### src/design/rct_pkg.sv
// ----------------------------------------------------------------------------
// rct_pkg
// Shared types and constants for the rate cluster table.
// ----------------------------------------------------------------------------
package rct_pkg;

	localparam int TABLE_DEPTH_DEF = 64;
	localparam int RATE_W          = 32;
	localparam int WEIGHT_W        = 32;
	localparam int SWEIGHT_W       = 16;
	localparam int DIV_W           = 11;
	localparam int STATUS_W        = 3;
	localparam int INDEX_OUT_W     = 6;
	localparam int COUNT_OUT_W     = 7;
	localparam logic [DIV_W-1:0] DIV_RESET = 11'd20;

	typedef enum logic [STATUS_W-1:0] {
		ST_IGNORED  = 3'd0,
		ST_MATCHED  = 3'd1,
		ST_APPENDED = 3'd2,
		ST_FULL     = 3'd3,
		ST_CLEARED  = 3'd4
	} rct_status_t;

	// search word travelling down the row of cells
	typedef struct packed {
		logic                valid;
		logic                have;
		logic [RATE_W-1:0]   rate;
		logic [RATE_W-1:0]   gap;
		logic [WEIGHT_W-1:0] weight;
	} rct_token_t;

	// write command broadcast to all cells
	typedef struct packed {
		logic                en;
		logic                set_rate;
		logic [RATE_W-1:0]   rate;
		logic [WEIGHT_W-1:0] weight;
	} rct_wr_t;

endpackage

### src/design/rct_cell.sv
// ----------------------------------------------------------------------------
// rct_cell
// One table entry plus one step of the nearest-rate search.
// ----------------------------------------------------------------------------
module rct_cell import rct_pkg::*; #(
	parameter int TABLE_DEPTH = TABLE_DEPTH_DEF,
	parameter int POS         = 0,
	localparam int IW = (TABLE_DEPTH > 1) ? $clog2(TABLE_DEPTH) : 1,
	localparam int CW = $clog2(TABLE_DEPTH + 1)
) (
	input  logic          clk,
	input  logic          arst_n,
	input  logic [CW-1:0] used,
	input  rct_token_t    tok_in,
	input  logic [IW-1:0] idx_in,
	output rct_token_t    tok_out,
	output logic [IW-1:0] idx_out,
	input  rct_wr_t       wr,
	input  logic [IW-1:0] wr_idx
);

	logic [RATE_W-1:0]   rate_q;
	logic [WEIGHT_W-1:0] weight_q;
	rct_token_t          tok_q;
	logic [IW-1:0]       idx_q;
	rct_token_t          tok_n;
	logic [IW-1:0]       idx_n;
	logic [RATE_W-1:0]   diff;
	logic                active;
	logic                take;

	assign diff   = (rate_q >= tok_in.rate) ? (rate_q - tok_in.rate) : (tok_in.rate - rate_q);
	// only entries below the fill count hold written data
	assign active = tok_in.valid && (CW'(POS) < used);
	// strict compare keeps the lower index on a tie
	assign take   = active && (!tok_in.have || (diff < tok_in.gap));

	always_comb begin
		tok_n = tok_in;
		idx_n = idx_in;
		if (take) begin
			tok_n.have   = 1'b1;
			tok_n.gap    = diff;
			tok_n.weight = weight_q;
			idx_n        = IW'(POS);
		end
	end

	always_ff @(posedge clk or negedge arst_n) begin
		if (!arst_n) begin
			tok_q <= '0;
			idx_q <= '0;
		end else begin
			tok_q <= tok_n;
			idx_q <= idx_n;
		end
	end

	always_ff @(posedge clk) begin
		if (wr.en && (wr_idx == IW'(POS))) begin
			weight_q <= wr.weight;
			if (wr.set_rate) begin
				rate_q <= wr.rate;
			end
		end
	end

	assign tok_out = tok_q;
	assign idx_out = idx_q;

endmodule

### config.mk
export PLATFORM = sky130hd
export DESIGN_NAME = rct_cell
export DESIGN_NICKNAME = d
export VERILOG_FILES = /design/src/design/rct_pkg.sv /design/src/design/rct_cell.sv
export SDC_FILE = /design/constraint.sdc
export NUM_CORES = 1
export LEC_CHECK = 0
export ABC_AREA = 1
export BUFFER_PORTS_ARGS = -buffer_cell sky130_fd_sc_hd__buf_2
export CORE_ASPECT_RATIO = 1.25
export CORE_MARGIN = 8
export CORE_UTILIZATION = 55
export DETAILED_ROUTE_END_ITERATION = 7
export PLACE_DENSITY_LB_ADDON = 0.12
export SLEW_MARGIN = 25
export SYNTH_ARGS = -nofsm -noshare
export SYNTH_HDL_FRONTEND = slang
export SYNTH_SLANG_ARGS = --single-unit
### constraint.sdc
create_clock -name clk -period 4.2 [get_ports clk]
set_input_delay 0.21 -clock clk [delete_from_list [all_inputs] [get_ports clk]]
set_output_delay 0.21 -clock clk [all_outputs]
set_load 0.02 [all_outputs]
Word level (Yosys, flattened, before mapping):

Index checks and enable logic that the tools add are counted.

* $mul: 0
* $lt $le $gt $ge: 3
* eq/ne operators: 0
* bitwise gates (word level): 0
* reduce and logical (&&, ||, !) cells: 7
* shift operators: 0
* divide/modulo/power cells: 0
* multiplexer cells: 4
* add/sub/neg operators: 2

Operators by type and width (number)
* $mux W64: 1
* $sub A32 B32 Y32: 2
* $ge A32 B32 Y1: 1
* $lt A32 B32 Y1: 1
* $mux W32: 1
* $lt A1 B7 Y1 const A: 1
* $logic_not A6 Y1: 1
* $mux W6: 1
* $logic_and A1 B1 Y1: 3
* $reduce_and A2 Y1: 1
* $logic_not A1 Y1: 1
* $logic_or A1 B1 Y1: 1
* $mux W1: 1

* memory bits (writable): 0
* memories: 0
* input port bits: 185
* latch bits: 0
* register bits: 168
* bits in read-only memories: 0
* logic and storage cells: 24

Depth between registers and ports, before layout:

Gate-level depths: netlist of run 1.

* word-level depth: 6
* gate-level depth with buffers: 31
* gate-level depth less buffers: 29

Worst setup path before layout of run 1:

OpenSTA, ideal clock, no wires.

* path type: register to register
* start point: reg rate_q[0]
* end point: reg tok_q (netlist bit tok_out[33])
* period minus slack after synthesis: 3.533 ns
* arrival: 3.467 ns
* slack: 0.667 ns
* stages on the path, launching flop included: 27
* setup time: 0.066 ns
* cells stage by stage: edfxtp_1 > inv_1 > ha_1 > inv_1 > fa_1 > nand3_2 > nand3_1 > nand2_1 > nand2_2 > nand2_2 > nand3_4 > nand2_4 > nand2_8 > buf_12 > nand3_2 > nand2_2 > ha_1 > nand2_1 > nor3_1 > and3_1 > nand2_1 > nand2_1 > nand2_1 > nand2_1 > clkbuf_1 > nand2_1 > nand2_1

RTL lines
* from (decl): RTL line rct_cell.sv:22 `logic [RATE_W-1:0] rate_q;`
* from (signal assigned): RTL line rct_cell.sv:63 `rate_q <= wr.rate;`
* to (signal assigned): RTL line rct_cell.sv:54 `tok_q <= tok_n;`
* to (decl): RTL line rct_cell.sv:24 `rct_token_t tok_q;`

==> results.py, run 1 <==
metrics = {
    "outcome": {
        "status": "finished clean",
    },
    "timing": {
        "setup_viol": 0,
        "hold_viol_final": 0,
        "setup_tns_ps": 0,
        "fin_crit_ps": 4097,
        "tightestPinTransition_ps": 739.2,
        "finalWorstSetupSlack_ps": 102.8,
        "maxSlewViolCount": 0,
        "fmaxAchievable_mhz": 244.1,
        "period_share_pct": 97.55,
        "skew_ps": 17.33,
        "slew_headroom_pct": 50.72,
    },
    "layout": {
        "multiInputGateArea_um2": 5948,
        "stdcell_area_um2": 15940,
        "fin_nets": 2349,
        "drive_gt1_share_pct": 23.21,
        "fill_cells": 1515,
        "syn2layout_area_growth_pct": 34.93,
        "layout.cells.non_filler": 2362,
        "register_area_um2": 4524,
        "layout_commonest_cell": "nand2_1",
        "final_cell_mix": "671 x nand2_1, 301 x inv_1, 287 x buf_2, 151 x dlygate4sd3_1, 104 x dfrtp_1",
    },
    "routing": {
        "drtIter0Drc": 900,
        "drcViolationCount": 0,
        "antenna_left": 0,
        "vias_per_cell": 5.231,
        "vias": 12356,
        "wl_per_cell_um": 19.25,
        "drt_pre_antenna_iters": 5,
        "routed_wl_mm": 45.48,
    },
    "job": {
        "drv_cap": 0,
    },
    "worst_hold_path": {
        "hold_path_class": "in -> reg",
        "holdPathStages": 3,
    },
    "worst_setup_path": {
        "r2r_setup_slack_ps": 110,
        "cp_max_fo": 27,
        "crit_type": "in -> reg",
        "cp-start-kind": "input pin",
        "arrival_ps": 4460,
        "cp-end-kind": "flip-flop",
        "crit_required_ps": 4570,
        "reg2regPathDepth": 23,
    },
    "clock_network": {
        "clkTransAtPathRegs_ps": 80,
        "cts_tree": "built",
        "clkLatencyLatePin_ps": 440,
        "cts_buffers": 17,
        "cts-root-buf": "clkbuf_16",
        "cts_buffer_depth": 2,
        "cts.sinks": 168,
        "cts_max_level": 4,
    },
    "synthesis": {
        "async_flop_share_pct": 61.90,
        "ys_ff_latch": 168,
        "netlist_instances": 1612,
        "synth_nets": 1893,
        "syn_avg_cell_area_um2": 7.329,
        "synthFlopType": "dfrtp_1",
        "netlist_area_um2": 11810,
        "synth_edf_count": 64,
        "ys_types": 40,
        "yosys_warnings": 0,
        "synth-seq-area-share_pct": 38.30,
    },
    "grt": {
        "gr-total-overflow": 0,
        "grt_max_degree": 76,
        "grt_pass1_wl_mm": 66.96,
        "first_global_vias": 12578,
        "antenna_found_initial": 2,
        "grt.total_usage_pct": 32.45,
    },
    "die": {
        "start_util_pct": 55.41,
        "die_y_um": 179.9,
        "ioPinCount": 289,
        "row_count": 60,
        "die_w_um": 147.1,
        "core_um2": 21320,
        "die_area_um2": 26450,
    },
    "power": {
        "peakVddDrop_v": 0.0002959,
        "p_per_area_nw_per_um2": 302.4,
        "leakagePower_nw": 8.971,
        "totalPowerFinal_mw": 4.821,
    },
    "placed_design": {
        "gp_congestion": 0.9771,
        "placed_area_um2": 13510,
        "placement.io_buffers": 288,
        "dp_hpwl_mm": 30.79,
        "placedCellCount": 2164,
        "dp_slack_ps": 114.3,
    },
}
-- per-layer routing --
metal	routed length (um)	vias up	track usage, %
met5	0	-	0
met4	2633	0	16.31
met3	3993	172	7.889
met2	22330	704	56.78
met1	16520	5691	35.91
li1	-	5789	-
-- cells by family (layout without fill, tap and decap cells) --
kind of cell	Yosys count	count (layout)	synth area share (%)
AND/OR/NAND/NOR	892	894	32.56
AO/OA/AOI/OAI	80	80	4.247
XOR/XNOR	29	29	2.150
buffers and inverters	347	814	12.46
adder cells (fa/ha/maj)	96	96	10.29
flip-flops	168	168	38.30
other	0	2	0
-- metrics by stage --
stage          utilization, %  hold WS (ps)
6_report                74.77         8.896
5_1_grt                 74.77         14.85
4_1_cts                 73.23         1.237
3_5_place_dp            63.37         338.2
2_1_floorplan               -        -85.59
3_3_place_gp            63.37         336.9
-- critical path, stage by stage --
cell and delay (ps):
dlygate4sd3_1 540, buf_2 140, inv_1 60, ha_2 430
nand2_1 180, nor2_4 160, nand2_2 130, nor3_4 210
buf_12 140, a21oi_4 60, buf_4 150, clkbuf_16 170
nand2_1 80, nand2_2 90, ha_1 300, nand2_1 70
o21ai_0 210, nand2_1 90, nand2_1 70, a21oi_1 60
nand2_1 140, nand2_1 90, nand2_2 160, buf_12 220
nand2_1 120, nand2_1 160
-- where the power goes --
group	internal [mW]	switching, mW	leakage (nW)
registers	1.80	0.0418	1.81
clock network	0.811	0.821	0.286
logic	0.511	0.834	6.87
-- final timing paths --
path | startpoint | end
worst max register to register | rate_q[19]$_DFFE_PP_ | tok_out[15]$_DFF_PN0_
worst max-delay path | tok_in[85] | tok_out[15]$_DFF_PN0_
worst min-delay path | tok_in[44] | tok_out[44]$_DFF_PN0_
max in group asynchronous | arst_n | tok_out[78]$_DFF_PN0_
min in group asynchronous | arst_n | tok_out[29]$_DFF_PN0_
worst min register to register | weight_q[24]$_DFFE_PP_ | tok_out[24]$_DFF_PN0_
-- cells in the mapped netlist (12+ instances only) --
cell / count / area [um2]
nand3_1: 60 / 300.3
xnor2_1: 14 / 122.6
nand4_1: 18 / 112.6
a21oi_1: 49 / 245.2
nand2_2: 37 / 231.5
dfrtp_1: 104 / 2603
nand3_2: 17 / 170.2
xor2_1: 15 / 131.4
nor2_1: 62 / 232.7
edfxtp_1: 64 / 1922
inv_1: 301 / 1130
buf_2: 12 / 60.06
ha_1: 94 / 1176
o21ai_2: 15 / 131.4
nand2_1: 673 / 2526
-- final cells by class --
class	instances	area share [%]
antenna	2	0.03140
clock buffer	18	2.755
clock inverter	14	0.9498
inverter	314	7.425
multi-input combinational	1099	37.32
sequential	168	28.38
tap	279	2.190
timing repair buffer	468	20.95
-- what timing repair did --
action	in CTS	in global routing
hold buffers	151	0
setup buffers	0	6
hold endpoints to repair	224	0
setup endpoints to repair	0	70
resized for setup	0	33
-- registers in the layout (all words and copies together) (netlist names) --
register	cells
tok_out	98
rate_q	32
weight_q	32
idx_out	6
No activity file was read; power rests on OpenSTA's default activity.
==> run 2: changes to the inputs <==
MAX_ROUTING_LAYER = met4   (was default)
==> run 2 against run 1 <==
Design area increased by 0.74%. Die area is the same. Via count fell by 0.19%. Clock power is essentially flat. Routed wire length down 2.7%. Sequential power about the same. Register-to-register slack barely moved. Critical path depth grew 1. Critical path type unchanged. Critical endpoint is now tok_out[46]$_DFF_PN0_. Largest power group unchanged.
==> results.py, run 2 (synthesized netlist as in run 1, its figures left out) <==
metrics = {
    "layout": {
        "layout.cells.non_filler": 2373,
        "finish.utilization_pct": 75.32,
        "layout_commonest_cell": "nand2_1",
        "final_cell_mix": "668 x nand2_1, 301 x inv_1, 287 x buf_2, 155 x dlygate4sd3_1, 104 x dfrtp_1",
        "largest_register_ffs": 98,
        "stdcell_area_um2": 16060,
        "drive_gt1_share_pct": 23.22,
        "fill_cells": 1526,
        "fin_nets": 2361,
        "syn2layout_area_growth_pct": 35.92,
    },
    "routing": {
        "wl_per_cell_um": 18.65,
        "drtIter0Drc": 898,
        "drcViolationCount": 0,
        "antenna_left": 0,
        "drt_pre_antenna_iters": 5,
        "vias_per_cell": 5.197,
        "vias": 12333,
        "routed_wl_mm": 44.26,
    },
    "grt": {
        "gr-total-overflow": 0,
        "antenna_found_initial": 1,
        "grt_max_degree": 75,
        "grt_pass1_wl_mm": 63.74,
        "grt.total_usage_pct": 31.55,
        "first_global_vias": 12178,
    },
    "outcome": {
        "status": "finished clean",
    },
    "worst_hold_path": {
        "hold_path_class": "in -> reg",
    },
    "placed_design": {
        "placement.io_buffers": 288,
        "gp_congestion": 0.9894,
        "placedCellCount": 2164,
        "dp_hpwl_mm": 29.77,
        "placed_area_um2": 13490,
    },
    "power": {
        "seq_power_share_pct": 38.0,
        "p_int_mw": 3.140,
        "leakagePower_nw": 9.050,
        "p_clk_share_pct": 33.8,
        "peakVddDrop_v": 0.0003053,
        "switching_share_pct": 35.22,
        "power_switching_mw": 1.707,
        "p_per_area_nw_per_um2": 301.9,
        "p_comb_share_pct": 28.2,
    },
    "die": {
        "row_count": 60,
        "core_um2": 21320,
        "die_w_um": 147.1,
        "start_util_pct": 55.41,
        "ioPinCount": 289,
        "die_area_um2": 26450,
        "die_y_um": 179.9,
    },
    "worst_setup_path": {
        "crit_required_ps": 4580,
        "crit_type": "in -> reg",
        "cp-start-kind": "input pin",
        "cp-end-kind": "flip-flop",
        "cp_max_fo": 13,
        "arrival_ps": 4530,
    },
    "timing": {
        "setup_viol": 0,
        "skew_ps": 17.36,
        "fmaxAchievable_mhz": 241.0,
        "tightestPinTransition_ps": 768.7,
        "period_share_pct": 98.81,
        "slew_headroom_pct": 48.29,
        "hold_viol_final": 0,
        "maxSlewViolCount": 0,
        "fin_crit_ps": 4150,
        "whs_ps": 8.514,
    },
    "clock_network": {
        "cts-root-buf": "clkbuf_16",
        "clkLatencyLatePin_ps": 450,
        "cts_buffer_depth": 2,
        "cts.sinks": 168,
        "cts_max_level": 4,
        "clkTransAtPathRegs_ps": 80,
        "cts_buffers": 17,
        "cts_tree": "built",
    },
    "job": {
        "drv_cap": 0,
    },
}
run 2: cell count changes in the layout (fill, tap and decap cells not counted), sizes merged:
cell and delta:
buf +7, clkbuf +1, clkinv +1, diode -1, dlygate4sd3 +4, inv -1
run 2: worst paths after layout:
kind	depth (start not counted)	to	slack [ps]	startpoint
worst max-delay path	27	tok_out[46]$_DFF_PN0_	50	tok_in[74]
worst min-delay path	3	tok_out[60]$_DFF_PN0_	9	tok_in[60]
worst max register to register	24	tok_out[46]$_DFF_PN0_	110	rate_q[10]$_DFFE_PP_
worst min register to register	2	tok_out[26]$_DFF_PN0_	440	weight_q[26]$_DFFE_PP_
max in group asynchronous	3	tok_out[82]$_DFF_PN0_	2930	arst_n
min in group asynchronous	2	tok_out[29]$_DFF_PN0_	330	arst_n
run 2: power groups by stage:
stage          Combinational (mW)  Sequential [mW]  Clock (mW)
2_1_floorplan               0.578             1.99           0
3_3_place_gp                 1.08             1.86           0
3_5_place_dp                 1.11             1.87           0
4_1_cts                      1.23             1.83        1.62
5_1_grt                      1.47             1.85        1.69
6_report                     1.37             1.84        1.64
run 2: what timing repair did:
| action | in CTS | in global routing |
|---|---|---|
| buffers inserted | 0 | 9 |
| setup endpoints to repair | 0 | 70 |
| resized for setup | 0 | 36 |
| hold buffers | 155 | 0 |
| hold endpoints to repair | 227 | 0 |
run 2: through the flow:
stage | setup WS [ps] | total power, mW | TNS (ps)
finish | 50.07 | 4.847 | 0
floorplan | 667.0 | 2.569 | 0
global placement | 184.5 | 2.944 | 0
global route | -84.66 | 5.016 | -2076
detailed placement | 42.22 | 2.975 | 0
CTS | 12.61 | 4.686 | 0
run 2: cell type report:
| class | count | area (um2) | share of cell area [%] |
|---|---|---|---|
| tap | 279 | 349.1 | 2.174 |
| antenna | 1 | 2.502 | 0.01558 |
| inverter | 314 | 1181 | 7.355 |
| multi-input combinational | 1099 | 5951 | 37.06 |
| clock buffer | 18 | 439.2 | 2.735 |
| sequential | 168 | 4524 | 28.18 |
| timing repair buffer | 480 | 3457 | 21.53 |
| clock inverter | 14 | 153.9 | 0.9584 |
run 2: layer usage:
| metal | up-vias | wire length (um) | global-route usage, % |
|---|---|---|---|
| met5 | - | 0 | - |
| met1 | 5701 | 16160 | 33.81 |
| met4 | 0 | 2488 | 15.62 |
| met2 | 656 | 22020 | 54.50 |
| met3 | 155 | 3585 | 6.382 |
| li1 | 5821 | - | - |
run 2: worst max-delay path: stages:
cell	delay, ps
dlygate4sd3_1	530
buf_2	130
inv_1	40
ha_1	500
nand2_4	120
nor2_4	180
inv_2	90
nor2_8	120
nand3_2	110
nand3_4	140
a21oi_4	90
buf_4	160
clkbuf_16	150
buf_4	130
nand3_1	80
nand2_2	60
ha_1	300
nand4_1	100
nor3_2	220
and3_1	200
nand2_1	60
nand2_2	110
nand2_2	80
nand2_4	190
buf_6	240
nand2_1	100
nand2_1	90
